File: src/hdl/boot_image_transfer_host_fsm_unit_defines.svh
// assertion macros for the boot image transfer host
`ifndef BOOT_IMAGE_TRANSFER_HOST_FSM_UNIT_DEFINES_SVH
`define BOOT_IMAGE_TRANSFER_HOST_FSM_UNIT_DEFINES_SVH

`ifndef SYNTHESIS

`define BITFH_ASSERT_IMPL(label, clk, rst, cond, prop) \
   label: assert property (@(posedge clk) disable iff (rst) (cond) |-> (prop)) \
      else $error("bitfh assertion failed");

`define BITFH_ASSERT_NEXT(label, clk, rst, cond, prop) \
   label: assert property (@(posedge clk) disable iff (rst) (cond) |=> (prop)) \
      else $error("bitfh assertion failed");

`else

`define BITFH_ASSERT_IMPL(label, clk, rst, cond, prop)

`define BITFH_ASSERT_NEXT(label, clk, rst, cond, prop)

`endif

`endif

File: src/hdl/bitfh_pkg.sv
package bitfh_pkg;

   localparam int unsigned MAX_FRAME_BYTES = 1048576;
   localparam int unsigned CAPTURE_BYTES   = 24;
   localparam int unsigned HEADER_BYTES    = 8;
   localparam int unsigned HDR_COUNT_W     = 4;
   localparam int unsigned SEEN_W          = $clog2(MAX_FRAME_BYTES) + 1;
   localparam int unsigned CAP_IDX_W       = $clog2(CAPTURE_BYTES);
   localparam int unsigned IMAGE_SIZE_W    = 31;
   localparam int unsigned CSR_INDEX_W     = 2;
   localparam int unsigned QUEUE_DEPTH     = 2;
   localparam int unsigned QPTR_W          = $clog2(QUEUE_DEPTH);
   localparam int unsigned QCNT_W          = $clog2(QUEUE_DEPTH + 1);

   localparam logic [CSR_INDEX_W-1:0] CSR_IMAGE_SIZE    = 2'd0;
   localparam logic [CSR_INDEX_W-1:0] CSR_HELLO_TIMEOUT = 2'd1;
   localparam logic [CSR_INDEX_W-1:0] CSR_DATA_TIMEOUT  = 2'd2;

   localparam logic [31:0] CMD_HELLO_REQ    = 32'h0000_0001;
   localparam logic [31:0] CMD_READ_DATA    = 32'h0000_0003;
   localparam logic [31:0] CMD_END_IMAGE    = 32'h0000_0004;
   localparam logic [31:0] CMD_DONE_RSP     = 32'h0000_0006;
   localparam logic [31:0] CMD_READY        = 32'h0000_000B;
   localparam logic [31:0] CMD_READ_DATA_64 = 32'h0000_0012;

   localparam logic [31:0] STATUS_OK        = 32'h0000_0000;
   localparam logic [31:0] DEFAULT_VERSION  = 32'd2;
   localparam logic [31:0] RESET_TIMEOUT    = 32'd10000;

   localparam logic [31:0] HELLO_MIN_PAYLOAD  = 32'd16;
   localparam logic [31:0] READ_MIN_PAYLOAD   = 32'd12;
   localparam logic [31:0] READ64_MIN_PAYLOAD = 32'd24;
   localparam logic [31:0] END_STATUS_PAYLOAD = 32'd8;
   localparam logic [31:0] DONE_STATUS_PAYLOAD = 32'd4;

   typedef enum logic [2:0] {
      PH_HELLO    = 3'd0,
      PH_SERVE    = 3'd1,
      PH_DONE     = 3'd2,
      PH_FINISHED = 3'd3,
      PH_FAILED   = 3'd4
   } phase_type;

   typedef enum logic [2:0] {
      ACT_HELLO_REPLY = 3'd0,
      ACT_CHUNK       = 3'd1,
      ACT_DONE_REQ    = 3'd2,
      ACT_FINISHED    = 3'd3,
      ACT_FAILED      = 3'd4
   } action_type;

   typedef enum logic [3:0] {
      ERR_BAD_LENGTH     = 4'd0,
      ERR_TIMEOUT        = 4'd1,
      ERR_FIRST_NOT_HELLO = 4'd2,
      ERR_HELLO_SHORT    = 4'd3,
      ERR_READ_SHORT     = 4'd4,
      ERR_READ64_SHORT   = 4'd5,
      ERR_OUT_OF_RANGE   = 4'd6,
      ERR_IMAGE_STATUS   = 4'd7,
      ERR_REPEATED_HELLO = 4'd8,
      ERR_UNEXPECTED_CMD = 4'd9,
      ERR_NOT_DONE_REPLY = 4'd10,
      ERR_DONE_STATUS    = 4'd11
   } error_type;

   typedef enum logic [1:0] {
      EV_TICK    = 2'd0,
      EV_BYTE    = 2'd1,
      EV_FRAME   = 2'd2,
      EV_BAD_LEN = 2'd3
   } event_type;

   typedef logic [CAPTURE_BYTES-1:0][7:0] head_type;

   typedef struct packed {
      event_type   kind;
      logic [31:0] command;
      logic [31:0] value;
      head_type    head;
   } entry_type;

   typedef struct packed {
      logic valid;
      logic full;
   } q_status_type;

   typedef struct packed {
      logic [IMAGE_SIZE_W-1:0] image_size;
      logic [31:0]             hello_timeout;
      logic [31:0]             data_timeout;
   } cfg_type;

   typedef struct packed {
      action_type  action;
      logic [31:0] reply_version;
      logic [31:0] image_number;
      logic [63:0] chunk_offset;
      logic [63:0] chunk_length;
      error_type   error_code;
      logic [31:0] offending_value;
   } result_type;

   function automatic logic [31:0] head_word(head_type head, int unsigned at);
      return {head[at + 3], head[at + 2], head[at + 1], head[at]};
   endfunction

endpackage

File: src/hdl/bitfh_front.sv
module bitfh_front (
   input  logic                 clock,
   input  logic                 reset,
   input  logic                 accept,
   input  logic                 event_kind,
   input  logic [7:0]           rx_byte,
   output bitfh_pkg::entry_type entry
);

   logic [bitfh_pkg::HDR_COUNT_W-1:0] hdr_count_ff, hdr_count_in;
   logic [31:0]                       cmd_ff, cmd_in;
   logic [31:0]                       len_ff, len_in;
   logic [bitfh_pkg::SEEN_W-1:0]      seen_ff, seen_in;
   bitfh_pkg::head_type               head_ff, head_in;

   logic [31:0]                  byte_word;
   logic [31:0]                  len_word;
   logic [bitfh_pkg::SEEN_W-1:0] plen;
   logic [bitfh_pkg::SEEN_W-1:0] seen_next;

   always_comb begin
      hdr_count_in  = hdr_count_ff;
      cmd_in        = cmd_ff;
      len_in        = len_ff;
      seen_in       = seen_ff;
      head_in       = head_ff;
      entry.kind    = bitfh_pkg::EV_BYTE;
      entry.command = cmd_ff;
      entry.value   = '0;
      entry.head    = head_ff;
      byte_word = {24'd0, rx_byte} << {hdr_count_ff[1:0], 3'b000};
      len_word  = (hdr_count_ff == bitfh_pkg::HDR_COUNT_W'(4)) ? byte_word
                                                               : (len_ff | byte_word);
      plen      = len_ff[bitfh_pkg::SEEN_W-1:0]
                  - bitfh_pkg::SEEN_W'(bitfh_pkg::HEADER_BYTES);
      seen_next = seen_ff + 1'b1;
      if (event_kind) begin
         entry.kind = bitfh_pkg::EV_TICK;
      end else if (hdr_count_ff < bitfh_pkg::HDR_COUNT_W'(bitfh_pkg::HEADER_BYTES)) begin
         seen_in      = '0;
         hdr_count_in = hdr_count_ff + 1'b1;
         if (!hdr_count_ff[2]) begin
            cmd_in = (hdr_count_ff == '0) ? byte_word : (cmd_ff | byte_word);
         end else begin
            len_in = len_word;
         end
         entry.command = cmd_in;
         if (hdr_count_ff == bitfh_pkg::HDR_COUNT_W'(bitfh_pkg::HEADER_BYTES - 1)) begin
            if (len_word < 32'(bitfh_pkg::HEADER_BYTES) ||
                len_word > 32'(bitfh_pkg::MAX_FRAME_BYTES)) begin
               entry.kind   = bitfh_pkg::EV_BAD_LEN;
               entry.value  = len_word;
               hdr_count_in = '0;
            end else if (len_word == 32'(bitfh_pkg::HEADER_BYTES)) begin
               entry.kind   = bitfh_pkg::EV_FRAME;
               hdr_count_in = '0;
            end
         end
      end else begin
         if (seen_ff < bitfh_pkg::SEEN_W'(bitfh_pkg::CAPTURE_BYTES)) begin
            head_in[seen_ff[bitfh_pkg::CAP_IDX_W-1:0]] = rx_byte;
         end
         entry.head = head_in;
         if (seen_next >= plen) begin
            entry.kind   = bitfh_pkg::EV_FRAME;
            entry.value  = 32'(plen);
            hdr_count_in = '0;
            seen_in      = '0;
         end else begin
            seen_in = seen_next;
         end
      end
   end

   always_ff @(posedge clock) begin
      if (reset) begin
         hdr_count_ff <= '0;
         seen_ff      <= '0;
      end else if (accept) begin
         hdr_count_ff <= hdr_count_in;
         seen_ff      <= seen_in;
      end
   end

   always_ff @(posedge clock) begin
      if (accept) begin
         cmd_ff  <= cmd_in;
         len_ff  <= len_in;
         head_ff <= head_in;
      end
   end

endmodule

File: src/hdl/bitfh_queue.sv
module bitfh_queue (
   input  logic                    clock,
   input  logic                    reset,
   input  logic                    push,
   input  bitfh_pkg::entry_type    push_entry,
   input  logic                    pop,
   output bitfh_pkg::entry_type    pop_entry,
   output bitfh_pkg::q_status_type status
);

   bitfh_pkg::entry_type             mem_ff [bitfh_pkg::QUEUE_DEPTH];
   logic [bitfh_pkg::QPTR_W-1:0]     wr_ptr_ff, wr_ptr_in;
   logic [bitfh_pkg::QPTR_W-1:0]     rd_ptr_ff, rd_ptr_in;
   logic [bitfh_pkg::QCNT_W-1:0]     count_ff, count_in;

   always_comb begin
      wr_ptr_in = wr_ptr_ff;
      rd_ptr_in = rd_ptr_ff;
      count_in  = count_ff;
      if (push) begin
         wr_ptr_in = (wr_ptr_ff == bitfh_pkg::QPTR_W'(bitfh_pkg::QUEUE_DEPTH - 1)) ? '0
                                                                     : wr_ptr_ff + 1'b1;
      end
      if (pop) begin
         rd_ptr_in = (rd_ptr_ff == bitfh_pkg::QPTR_W'(bitfh_pkg::QUEUE_DEPTH - 1)) ? '0
                                                                     : rd_ptr_ff + 1'b1;
      end
      if (push && !pop) begin
         count_in = count_ff + 1'b1;
      end else if (pop && !push) begin
         count_in = count_ff - 1'b1;
      end
   end

   assign pop_entry    = mem_ff[rd_ptr_ff];
   assign status.valid = (count_ff != '0);
   assign status.full  = (count_ff == bitfh_pkg::QCNT_W'(bitfh_pkg::QUEUE_DEPTH));

   always_ff @(posedge clock) begin
      if (reset) begin
         wr_ptr_ff <= '0;
         rd_ptr_ff <= '0;
         count_ff  <= '0;
      end else begin
         wr_ptr_ff <= wr_ptr_in;
         rd_ptr_ff <= rd_ptr_in;
         count_ff  <= count_in;
      end
   end

   always_ff @(posedge clock) begin
      if (push) begin
         mem_ff[wr_ptr_ff] <= push_entry;
      end
   end

endmodule

File: src/hdl/bitfh_back.sv
module bitfh_back (
   input  logic                  clock,
   input  logic                  reset,
   input  bitfh_pkg::cfg_type    cfg,
   input  bitfh_pkg::entry_type  entry,
   input  logic                  entry_valid,
   output logic                  pop,
   input  logic                  rsp_stall,
   output bitfh_pkg::result_type rsp,
   output logic                  rsp_valid
);

   bitfh_pkg::phase_type  phase_ff, phase_in;
   logic [31:0]           idle_ff, idle_in;
   bitfh_pkg::result_type rsp_ff, rsp_in;
   logic                  rsp_valid_ff, rsp_valid_in;

   bitfh_pkg::result_type res;
   logic                  emit;
   logic                  live;
   logic [31:0]           idle_inc;
   logic [31:0]           limit;
   logic [31:0]           w0, w1, w2, w3, w4, w5;
   logic [63:0]           total;
   logic [63:0]           req_off;
   logic [63:0]           req_len;
   logic                  out_of_range;

   function automatic bitfh_pkg::result_type fail_result(bitfh_pkg::error_type code,
                                                         logic [31:0] val);
      bitfh_pkg::result_type r;
      r                 = '0;
      r.action          = bitfh_pkg::ACT_FAILED;
      r.error_code      = code;
      r.offending_value = val;
      return r;
   endfunction

   function automatic bitfh_pkg::result_type plain_result(bitfh_pkg::action_type act);
      bitfh_pkg::result_type r;
      r        = '0;
      r.action = act;
      return r;
   endfunction

   // decode of the popped request
   always_comb begin
      w0 = bitfh_pkg::head_word(entry.head, 0);
      w1 = bitfh_pkg::head_word(entry.head, 4);
      w2 = bitfh_pkg::head_word(entry.head, 8);
      w3 = bitfh_pkg::head_word(entry.head, 12);
      w4 = bitfh_pkg::head_word(entry.head, 16);
      w5 = bitfh_pkg::head_word(entry.head, 20);
      live     = (phase_ff != bitfh_pkg::PH_FINISHED) && (phase_ff != bitfh_pkg::PH_FAILED);
      idle_inc = (idle_ff == '1) ? idle_ff : idle_ff + 1'b1;
      limit    = (phase_ff == bitfh_pkg::PH_HELLO) ? cfg.hello_timeout : cfg.data_timeout;
      total    = 64'(cfg.image_size);
      if (entry.command == bitfh_pkg::CMD_READ_DATA_64) begin
         req_off = {w3, w2};
         req_len = {w5, w4};
      end else begin
         req_off = {32'd0, w1};
         req_len = {32'd0, w2};
      end
      out_of_range = (req_off > total) || (req_len > total - req_off);
      res  = plain_result(bitfh_pkg::ACT_FAILED);
      emit = 1'b0;
      if (live) begin
         unique case (entry.kind)
            bitfh_pkg::EV_TICK: begin
               if (idle_inc >= limit) begin
                  emit = 1'b1;
                  res  = fail_result(bitfh_pkg::ERR_TIMEOUT, idle_inc);
               end
            end
            bitfh_pkg::EV_BYTE: begin
               emit = 1'b0;
            end
            bitfh_pkg::EV_BAD_LEN: begin
               emit = 1'b1;
               res  = fail_result(bitfh_pkg::ERR_BAD_LENGTH, entry.value);
            end
            bitfh_pkg::EV_FRAME: begin
               emit = 1'b1;
               unique case (phase_ff)
                  bitfh_pkg::PH_HELLO: begin
                     if (entry.command != bitfh_pkg::CMD_HELLO_REQ) begin
                        res = fail_result(bitfh_pkg::ERR_FIRST_NOT_HELLO, entry.command);
                     end else if (entry.value < bitfh_pkg::HELLO_MIN_PAYLOAD) begin
                        res = fail_result(bitfh_pkg::ERR_HELLO_SHORT, entry.value);
                     end else begin
                        res = plain_result(bitfh_pkg::ACT_HELLO_REPLY);
                        res.reply_version = (w0 != '0) ? w0 : bitfh_pkg::DEFAULT_VERSION;
                     end
                  end
                  bitfh_pkg::PH_SERVE: begin
                     priority if (entry.command == bitfh_pkg::CMD_READ_DATA ||
                                  entry.command == bitfh_pkg::CMD_READ_DATA_64) begin
                        if (entry.command == bitfh_pkg::CMD_READ_DATA &&
                            entry.value < bitfh_pkg::READ_MIN_PAYLOAD) begin
                           res = fail_result(bitfh_pkg::ERR_READ_SHORT, entry.value);
                        end else if (entry.command == bitfh_pkg::CMD_READ_DATA_64 &&
                                     entry.value < bitfh_pkg::READ64_MIN_PAYLOAD) begin
                           res = fail_result(bitfh_pkg::ERR_READ64_SHORT, entry.value);
                        end else if (out_of_range) begin
                           res = fail_result(bitfh_pkg::ERR_OUT_OF_RANGE, req_len[31:0]);
                        end else begin
                           res              = plain_result(bitfh_pkg::ACT_CHUNK);
                           res.image_number = w0;
                           res.chunk_offset = req_off;
                           res.chunk_length = req_len;
                        end
                     end else if (entry.command == bitfh_pkg::CMD_END_IMAGE) begin
                        if (entry.value >= bitfh_pkg::END_STATUS_PAYLOAD &&
                            w1 != bitfh_pkg::STATUS_OK) begin
                           res = fail_result(bitfh_pkg::ERR_IMAGE_STATUS, w1);
                        end else begin
                           res = plain_result(bitfh_pkg::ACT_DONE_REQ);
                        end
                     end else if (entry.command == bitfh_pkg::CMD_DONE_RSP ||
                                  entry.command == bitfh_pkg::CMD_READY) begin
                        res = plain_result(bitfh_pkg::ACT_FINISHED);
                     end else if (entry.command == bitfh_pkg::CMD_HELLO_REQ) begin
                        res = fail_result(bitfh_pkg::ERR_REPEATED_HELLO, entry.command);
                     end else begin
                        res = fail_result(bitfh_pkg::ERR_UNEXPECTED_CMD, entry.command);
                     end
                  end
                  bitfh_pkg::PH_DONE: begin
                     if (entry.command != bitfh_pkg::CMD_DONE_RSP) begin
                        res = fail_result(bitfh_pkg::ERR_NOT_DONE_REPLY, entry.command);
                     end else if (entry.value >= bitfh_pkg::DONE_STATUS_PAYLOAD &&
                                  w0 != bitfh_pkg::STATUS_OK) begin
                        res = fail_result(bitfh_pkg::ERR_DONE_STATUS, w0);
                     end else begin
                        res = plain_result(bitfh_pkg::ACT_FINISHED);
                     end
                  end
                  default: begin
                     emit = 1'b0;
                  end
               endcase
            end
         endcase
      end
   end

   // next state
   always_comb begin
      phase_in = phase_ff;
      idle_in  = idle_ff;
      if (pop && live) begin
         idle_in = (entry.kind == bitfh_pkg::EV_TICK) ? idle_inc : '0;
         if (emit) begin
            unique case (res.action)
               bitfh_pkg::ACT_HELLO_REPLY: phase_in = bitfh_pkg::PH_SERVE;
               bitfh_pkg::ACT_CHUNK:       phase_in = phase_ff;
               bitfh_pkg::ACT_DONE_REQ:    phase_in = bitfh_pkg::PH_DONE;
               bitfh_pkg::ACT_FINISHED:    phase_in = bitfh_pkg::PH_FINISHED;
               bitfh_pkg::ACT_FAILED:      phase_in = bitfh_pkg::PH_FAILED;
               default:                    phase_in = phase_ff;
            endcase
         end
      end
   end

   // outputs
   always_comb begin
      pop          = entry_valid && (!rsp_valid_ff || !rsp_stall);
      rsp_in       = rsp_ff;
      rsp_valid_in = rsp_valid_ff && rsp_stall;
      if (pop && emit) begin
         rsp_in       = res;
         rsp_valid_in = 1'b1;
      end
   end

   assign rsp       = rsp_ff;
   assign rsp_valid = rsp_valid_ff;

   always_ff @(posedge clock) begin
      if (reset) begin
         phase_ff     <= bitfh_pkg::PH_HELLO;
         idle_ff      <= '0;
         rsp_valid_ff <= 1'b0;
      end else begin
         phase_ff     <= phase_in;
         idle_ff      <= idle_in;
         rsp_valid_ff <= rsp_valid_in;
      end
   end

   always_ff @(posedge clock) begin
      rsp_ff <= rsp_in;
   end

endmodule

File: src/hdl/boot_image_transfer_host_fsm_unit.sv
// Host side of the boot image transfer handshake. Each request is either a received
// byte or one timer tick; bytes are reassembled into little-endian frames (command,
// total length, payload) and the protocol engine answers with a hello reply, an image
// chunk descriptor, a done request, a finished mark or a failure with its code and
// offending word, at most one response per request. One request is taken every clock
// cycle unless req_stall is high: the frame assembler builds each entry combinationally
// and a two-entry queue parts it from the protocol engine, whose single output register
// holds a response until taken. A request waits in the queue, its response in the output
// register; req_stall rises only while the queue is full, that is while rsp_stall holds
// the output register. Write configuration only while idle; the block does not check.
`include "boot_image_transfer_host_fsm_unit_defines.svh"

module boot_image_transfer_host_fsm_unit (
   input  logic        clock,
   input  logic        reset,
   input  logic        req_valid,
   output logic        req_stall,
   input  logic        req_event_kind,
   input  logic [7:0]  req_rx_byte,
   output logic        rsp_valid,
   input  logic        rsp_stall,
   output logic [2:0]  rsp_action,
   output logic [31:0] rsp_reply_version,
   output logic [31:0] rsp_image_number,
   output logic [63:0] rsp_chunk_offset,
   output logic [63:0] rsp_chunk_length,
   output logic [3:0]  rsp_error_code,
   output logic [31:0] rsp_offending_value,
   input  logic        csr_valid,
   output logic        csr_ready,
   input  logic [1:0]  csr_index,
   input  logic [31:0] csr_data
);

   logic [bitfh_pkg::IMAGE_SIZE_W-1:0] image_size_ff;
   logic [31:0]                        hello_timeout_ff;
   logic [31:0]                        data_timeout_ff;

   bitfh_pkg::cfg_type      cfg;
   bitfh_pkg::entry_type    push_entry;
   bitfh_pkg::entry_type    pop_entry;
   bitfh_pkg::q_status_type q_status;
   bitfh_pkg::result_type   rsp;
   logic                    accept;
   logic                    pop;

   assign csr_ready = 1'b1;
   assign accept    = req_valid && !q_status.full;
   assign req_stall = q_status.full;

   always_ff @(posedge clock) begin
      if (reset) begin
         image_size_ff    <= '0;
         hello_timeout_ff <= bitfh_pkg::RESET_TIMEOUT;
         data_timeout_ff  <= bitfh_pkg::RESET_TIMEOUT;
      end else if (csr_valid && csr_ready) begin
         case (csr_index)
            bitfh_pkg::CSR_IMAGE_SIZE: begin
               image_size_ff <= csr_data[bitfh_pkg::IMAGE_SIZE_W-1:0];
            end
            bitfh_pkg::CSR_HELLO_TIMEOUT: begin
               hello_timeout_ff <= csr_data;
            end
            bitfh_pkg::CSR_DATA_TIMEOUT: begin
               data_timeout_ff <= csr_data;
            end
            default: begin
            end
         endcase
      end
   end

   assign cfg.image_size    = image_size_ff;
   assign cfg.hello_timeout = hello_timeout_ff;
   assign cfg.data_timeout  = data_timeout_ff;

   bitfh_front u_front (
      .clock      (clock),
      .reset      (reset),
      .accept     (accept),
      .event_kind (req_event_kind),
      .rx_byte    (req_rx_byte),
      .entry      (push_entry)
   );

   bitfh_queue u_queue (
      .clock      (clock),
      .reset      (reset),
      .push       (accept),
      .push_entry (push_entry),
      .pop        (pop),
      .pop_entry  (pop_entry),
      .status     (q_status)
   );

   bitfh_back u_back (
      .clock       (clock),
      .reset       (reset),
      .cfg         (cfg),
      .entry       (pop_entry),
      .entry_valid (q_status.valid),
      .pop         (pop),
      .rsp_stall   (rsp_stall),
      .rsp         (rsp),
      .rsp_valid   (rsp_valid)
   );

   assign rsp_action          = rsp.action;
   assign rsp_reply_version   = rsp.reply_version;
   assign rsp_image_number    = rsp.image_number;
   assign rsp_chunk_offset    = rsp.chunk_offset;
   assign rsp_chunk_length    = rsp.chunk_length;
   assign rsp_error_code      = rsp.error_code;
   assign rsp_offending_value = rsp.offending_value;

   // nothing follows a delivered terminal response
   `BITFH_ASSERT_NEXT(a_terminal_last, clock, reset, rsp_valid && !rsp_stall && (rsp_action == bitfh_pkg::ACT_FAILED || rsp_action == bitfh_pkg::ACT_FINISHED), !rsp_valid)
   // a served chunk lies inside the image
   `BITFH_ASSERT_IMPL(a_chunk_in_range, clock, reset, rsp_valid && rsp_action == bitfh_pkg::ACT_CHUNK, rsp_chunk_offset <= 64'(image_size_ff) && rsp_chunk_length <= 64'(image_size_ff) - rsp_chunk_offset)
   // hello reply never carries version zero
   `BITFH_ASSERT_IMPL(a_hello_version, clock, reset, rsp_valid && rsp_action == bitfh_pkg::ACT_HELLO_REPLY, rsp_reply_version != 32'd0)

endmodule
File: config.mk
export PLATFORM = sky130hd
export DESIGN_NAME = boot_image_transfer_host_fsm_unit
export DESIGN_NICKNAME = d
export VERILOG_FILES = /design/src/hdl/bitfh_pkg.sv /design/src/hdl/bitfh_front.sv /design/src/hdl/bitfh_queue.sv /design/src/hdl/bitfh_back.sv /design/src/hdl/boot_image_transfer_host_fsm_unit.sv
export VERILOG_INCLUDE_DIRS = /design/src /design/src/hdl
export SDC_FILE = /design/constraint.sdc
export NUM_CORES = 2
export LEC_CHECK = 0
export BUFFER_PORTS_ARGS = -buffer_cell sky130_fd_sc_hd__buf_2
export CAP_MARGIN = 20
export CELL_PAD_IN_SITES_DETAIL_PLACEMENT = 1
export CELL_PAD_IN_SITES_GLOBAL_PLACEMENT = 2
export CORE_UTILIZATION = 48
export CTS_CLUSTER_DIAMETER = 150
export DETAILED_ROUTE_END_ITERATION = 10
export GPL_TIMING_DRIVEN = 0
export MAX_ROUTING_LAYER = met4
export PLACE_DENSITY_LB_ADDON = 0.05
export SLEW_MARGIN = 5
export SYNTH_ARGS = -nofsm -noshare
export SYNTH_HDL_FRONTEND = slang
export SYNTH_HIERARCHICAL = 1
export SYNTH_SLANG_ARGS = --single-unit
export TNS_END_PERCENT = 100
File: constraint.sdc
create_clock -name clock -period 22.1 [get_ports clock]
set_input_delay 3.315 -clock clock [delete_from_list [all_inputs] [get_ports clock]]
set_output_delay 3.315 -clock clock [all_outputs]
set_load 0.02 [all_outputs]
# Yosys cells after proc, flatten, opt, wreduce, memory -nomap -nowiden
# Memories as Yosys holds them, arrays and structs flattened. A register that Yosys moved wholly into a read port is not among the register bits.
# Index checks and enable logic that the tools add are counted.
[word_totals]
ff_bits = 647
mem_bits_rw = 516
inputBits = 48
out_inout_bits = 234
word_cells = 203
mem_count = 1
[classes]
n_addsub = 9
order_cmp = 15
n_eq_ne = 25
shifts = 1
muxes = 63
bitwise = 3
reduce_logical = 42
[mem_list]
columns = ["memory", "depth", "width", "rd", "rd_ports_with_merged_regs", "wr", "line", "source"]
rows = [
  ["u_queue.mem_ff", 2, 258, 1, 1, 1, "bitfh_queue.sv:11", "bitfh_pkg::entry_type mem_ff [bitfh_pkg::QUEUE_DEPTH];"],
]
[op_table]
columns = ["cell", "count"]
rows = [
  ["two-way mux 231 bit", 12],
  ["case mux 231 bit (3 select lines)", 2],
  ["two-way mux 192 bit", 2],
  ["two-way mux 32 bit", 11],
  ["two-way mux 256 bit", 1],
  ["bitwise mux 192 bit", 1],
  ["two-way mux 64 bit", 2],
  ["two-way mux 33 bit", 2],
  ["equality test 32 x 3 -> 1 bit, second input constant", 2],
  ["equality test 32 x 4 -> 1 bit, second input constant", 2],
  ["greater-than comparator 64 x 31 -> 1 bit", 1],
  ["greater-than comparator 64 bit", 1],
  ["< comparator 32 x 4 -> 1 bit, second input constant", 2],
  ["< comparator 32 x 5 -> 1 bit, second input constant", 2],
  ["OR 32 bit", 2],
  ["nonzero test 32 bit", 2],
  ["subtractor 31 x 64 -> 64 bit", 1],
  ["two-way mux 21 bit", 3],
  ["demux 8 bit (select 5 bit)", 1],
  ["adder 32 x 1 -> 32 bit, second input constant", 1],
  ["equality test 32 x 1 -> 1 bit, second input constant", 1],
  ["equality test 32 x 2 -> 1 bit, second input constant", 1],
  ["equality test 32 bit, second input constant", 1],
  ["equality test 32 x 5 -> 1 bit, second input constant", 1],
  ["45 further kinds", 101],
]

# Depth between registers and ports, before layout
[logic_depth]
ltp_word = 15
ltp_mapped = 36
ltp_nobuf = 27

# Cells and area by module
# Netlist, hierarchy kept.
[modules_own_cells]
columns = ["mod", "n_inst", "cells_each", "area_each_um2", "seq_area_each_um2"]
rows = [
  ["bitfh_queue", 1, 825, 19677.6, 15595.0],
  ["bitfh_back", 1, 1888, 18156.2, 7657.3],
  ["bitfh_front", 1, 1306, 16773.6, 8187.9],
  ["boot_image_transfer_host_fsm_unit", 1, 355, 3888.7, 1901.8],
]

# Least setup slack after synthesis
# No wires, ideal clock.
[synth_path]
kind = "input port to flip-flop"
start = "in req_valid"
end = "mem u_queue/mem_ff[0][0] in the netlist's numbering, enable pin"
setup_ns = 0.913
t_arrival_ns = 14.931
required_time_ns = 21.187
slack_ns = 6.256
cell_stages = 2
n_path_buf = 0
cell_sequence = "nor2b_1 -> nor2b_1"
[synth_between]
elab_chain_len = 3
[synth_rtl]
columns = ["item", "line", "source"]
rows = [
  ["start: declaration", "boot_image_transfer_host_fsm_unit.sv:16", "input logic req_valid,"],
  ["logical AND 1 bit", "boot_image_transfer_host_fsm_unit.sv:48", "assign accept = req_valid && !q_status.full;"],
  ["two-way mux 1 bit", "bitfh_queue.sv:52", "if (push) begin"],
  ["two-way mux 1 bit (not written as such)", "bitfh_queue.sv:53", "mem_ff[wr_ptr_ff] <= push_entry;"],
  ["end: declaration", "bitfh_queue.sv:11", ""],
]
# Every way passes these cells.

==> metrics.txt <==
Yosys Warn Count 6; Max Root-Sink Buffers 3; Clk Latency, worst-skew pair 0.77 ns; sequential power share 0.413; crit path capture type flip-flop; filler cell count 12010; hold-fix buffers at CTS 0; Post-Syn Area per Cell 13.37 um2; row cnt 127; Max-slew headroom 0.1804; TritonRoute pass-1 iters 5; prevailing post-synth register cell edfxtp_1; via/cell ratio 6.005; endpoints failing setup 0; Floorplan Core Area 0.1204 mm2; internal power 4.661 mW; crit path capture u_back/rsp[116]; post-route ant nets 0; Yosys cell types 96; CP top delay family compound AO/OA/AOI/OAI gates; PwrDens 103.4 mW/mm2; CTS tree done; CP peak stage delay 1.03 ns; Boundary Pins 282; layout cell share with drive strength beyond 1 0.2700; Buf+Inv Stages, Crit Path 7; crit start category flip-flop; drt drc 0; most frequent cells in the layout 1003 x edfxtp_1, 475 x mux2_2, 306 x buf_2; CTS Root Cell clkbuf_16; RD Place Congestion 0.9623; largest net degree at the start of global routing 122; R2R cell count 31; RSZ-0062 raised after global routing false; FF-to-FF End u_back/rsp[116]; Hold Fails Final Rpt 0; Yosys reg bits 1164; first-pass GRT wire length 281400 um; Final period util 0.6025; post-CTS resize count 0; Congestion Overflow GR 0; Max Transition Viols Final 0; Cells after Synth 4374; Synth Cell Area 0.05850 mm2; most common cell after layout, fill and taps aside edfxtp_1; number of synthesized flops with an enable pin 1003; post-synthesis sequential area ratio 0.5700; CP required 22.56 ns; critical-path maximum fanout 10; CP Depth 31; depth of the CTS H-tree 4; worst hold slack 0.4782 ns; Hold Path Class flip-flop to flip-flop; width of the die 351.1 um; total power 6.917 mW; Starting Density 0.4857; register area 0.03334 mm2; WS Path Type flip-flop to flip-flop; Post-DP HPWL 150900 um; post-CTS setup buffer count 0; Max-cap violations 0; Worst EP arrival 13.77 ns; die area 0.1233 mm2; Area growth syn-to-layout 14.35%; r2r setup slk 8.78 ns; Psw 2.256 mW; Synth async-reset ratio 0; total CTS buffers 130; Worst-path clk slew 0.06 ns; Comb pwr share 0.275; area of the multi-input gates 0.02363 mm2; sw frac 0.3261; initial antenna violation count 12; Final nets 5056; Vias 39470; power share of the clock group 0.312; clock skew 0.02676 ns; # port buffers 279; CP max-delay cell nor4_1; outcome completed; P_leak 25.17 nW; Starting DRT DRC Count 3881; clock sinks 1164; vias in the first global route 39310; Max Freq 75.10 MHz; Post-Route WL 199700 um; die height 351.1 um; routed len/inst 30.38 um; maximum VDD drop 0.00008979 V; Min Clock Period, post-route 13.32 ns; Total Routing Usage GR 0.3301; Slew @ Worst Pin 1.218 ns
==> flip-flops by register name, summed over array words and instances, names as in the netlist, 3 cells and up, named ones only <==
| name | cells |
|---|---|
| u_front/len_ff | 32 |
| u_front/hdr_count_ff | 4 |
| u_front/head_ff | 192 |
| u_back/rsp | 231 |
| u_queue/mem_ff | 516 |
| u_back/phase_ff | 3 |
| hello_timeout_ff | 32 |
| u_back/idle_ff | 32 |
| u_front/cmd_ff | 32 |
| data_timeout_ff | 32 |
| u_front/seen_ff | 21 |
| image_size_ff | 31 |
==> synthesized netlist by cell type, drive strengths merged, types with 5 or more instances <==
cell | instances | area, um2
edfxtp | 1003 | 30120
mux2 | 677 | 8378
nor2 | 253 | 1135
mux2i | 193 | 1944
nand2 | 190 | 763.2
clkbuf | 167 | 628.1
a21oi | 163 | 815.8
dfxtp | 161 | 3223
ha | 157 | 1964
nand2b | 140 | 875.8
and2 | 131 | 819.5
o21ai | 125 | 636.9
inv | 91 | 341.6
buf | 84 | 701.9
a22oi | 76 | 570.6
and3 | 70 | 437.9
nor3 | 65 | 356.6
nand3 | 59 | 300.3
xnor2 | 59 | 516.8
nor4 | 51 | 337.8
nand4 | 49 | 319.0
xor2 | 45 | 394.1
a22o | 44 | 385.4
a21o | 30 | 225.2
a211oi | 22 | 165.2
o221ai | 21 | 183.9
o22ai | 21 | 131.4
a31oi | 20 | 125.1
nor2b | 20 | 125.1
or3 | 19 | 118.9
or4 | 15 | 112.6
nor3b | 14 | 150.1
o211ai | 12 | 90.09
a211o | 9 | 78.83
or2 | 9 | 56.30
a311oi | 8 | 70.07
a221oi | 7 | 61.31
a32o | 7 | 70.07
nand3b | 6 | 45.04
a21boi | 5 | 37.54
a32oi | 5 | 43.79
nor4b | 5 | 58.80
o21a | 5 | 37.54
==> metal layers <==
metal  GRT usage  vias to the layer above  wire length (um)  share of wire
li1            -                    17510                 -              -
met1      0.4515                    20200             87890           0.44
met2      0.5076                     1489             92060           0.46
met3     0.04606                      269             13430          0.067
met4      0.1062                        0              6326          0.032
met5           -                        -                 0              0
==> cell families after synthesis <==
family,count (synthesis),share of synthesized area
DFF,1164,0.5700
and+or+nand+nor,1114,0.1055
other,2,0.0001284
adders and majority gates,158,0.03392
buffers and inverters,343,0.02864
xor gates and xnor gates,104,0.01557
muxes,870,0.1765
AOI/OAI and AO/OA,619,0.06979
==> final cells by class <==
| cell class | instances | share of cell area |
|---|---|---|
| flip-flops and latches | 1164 | 0.4985 |
| multi-input cells | 2899 | 0.3533 |
| clock buffers | 160 | 0.05172 |
| well taps | 1612 | 0.03015 |
| repair buffers | 312 | 0.02971 |
| plain buffers | 251 | 0.01990 |
| clock inverters | 77 | 0.01120 |
| inverters | 92 | 0.005275 |
| diodes | 6 | 0.0002245 |
==> tightest hold or removal path: stages, from the launching register on <==
cell and delay, ns:
dfxtp_1 0.32, nand2_1 0.06, a21oi_1 0.05
==> power groups by stage <==
stage / combinational, mW / sequential (mW) / clock [mW]
3_3_place_gp: 1.79 / 3.03 / 0
3_5_place_dp: 1.86 / 2.90 / 0
5_1_grt: 1.98 / 2.88 / 2.27
4_1_cts: 1.88 / 2.85 / 2.20
6_report: 1.90 / 2.86 / 2.16
2_1_floorplan: 1.03 / 3.05 / 0
==> per-stage QoR <==
step / util / std cells / TNS [ns] / setup WS, ns / area, um2
floorplan: - / 4406 / 0 / 6.256 / 58620
global placement: 0.5150 / 6297 / -337.40 / -1.359 / 62030
detailed placement: 0.5201 / 6328 / 0 / 9.091 / 62640
CTS: 0.5550 / 6565 / 0 / 9.028 / 66850
global route: 0.5552 / 6568 / 0 / 8.515 / 66880
finish: 0.5553 / 6573 / 0 / 8.784 / 66890
==> how the worst min path moves through the flow <==
stage,endpoint,from,cells after the start,slack [ns]
2_1_floorplan,u_front/seen_ff[20],u_front/seen_ff[20],2,0.44
3_3_place_gp,hello_timeout_ff[5],hello_timeout_ff[5],2,0.46
3_5_place_dp,image_size_ff[7],image_size_ff[7],2,0.47
4_1_cts,u_front/seen_ff[19],u_front/seen_ff[19],2,0.48
5_1_grt,data_timeout_ff[25],data_timeout_ff[25],2,0.50
6_report,u_front/seen_ff[19],u_front/seen_ff[19],2,0.48
Power figures use the tool's default switching activity.
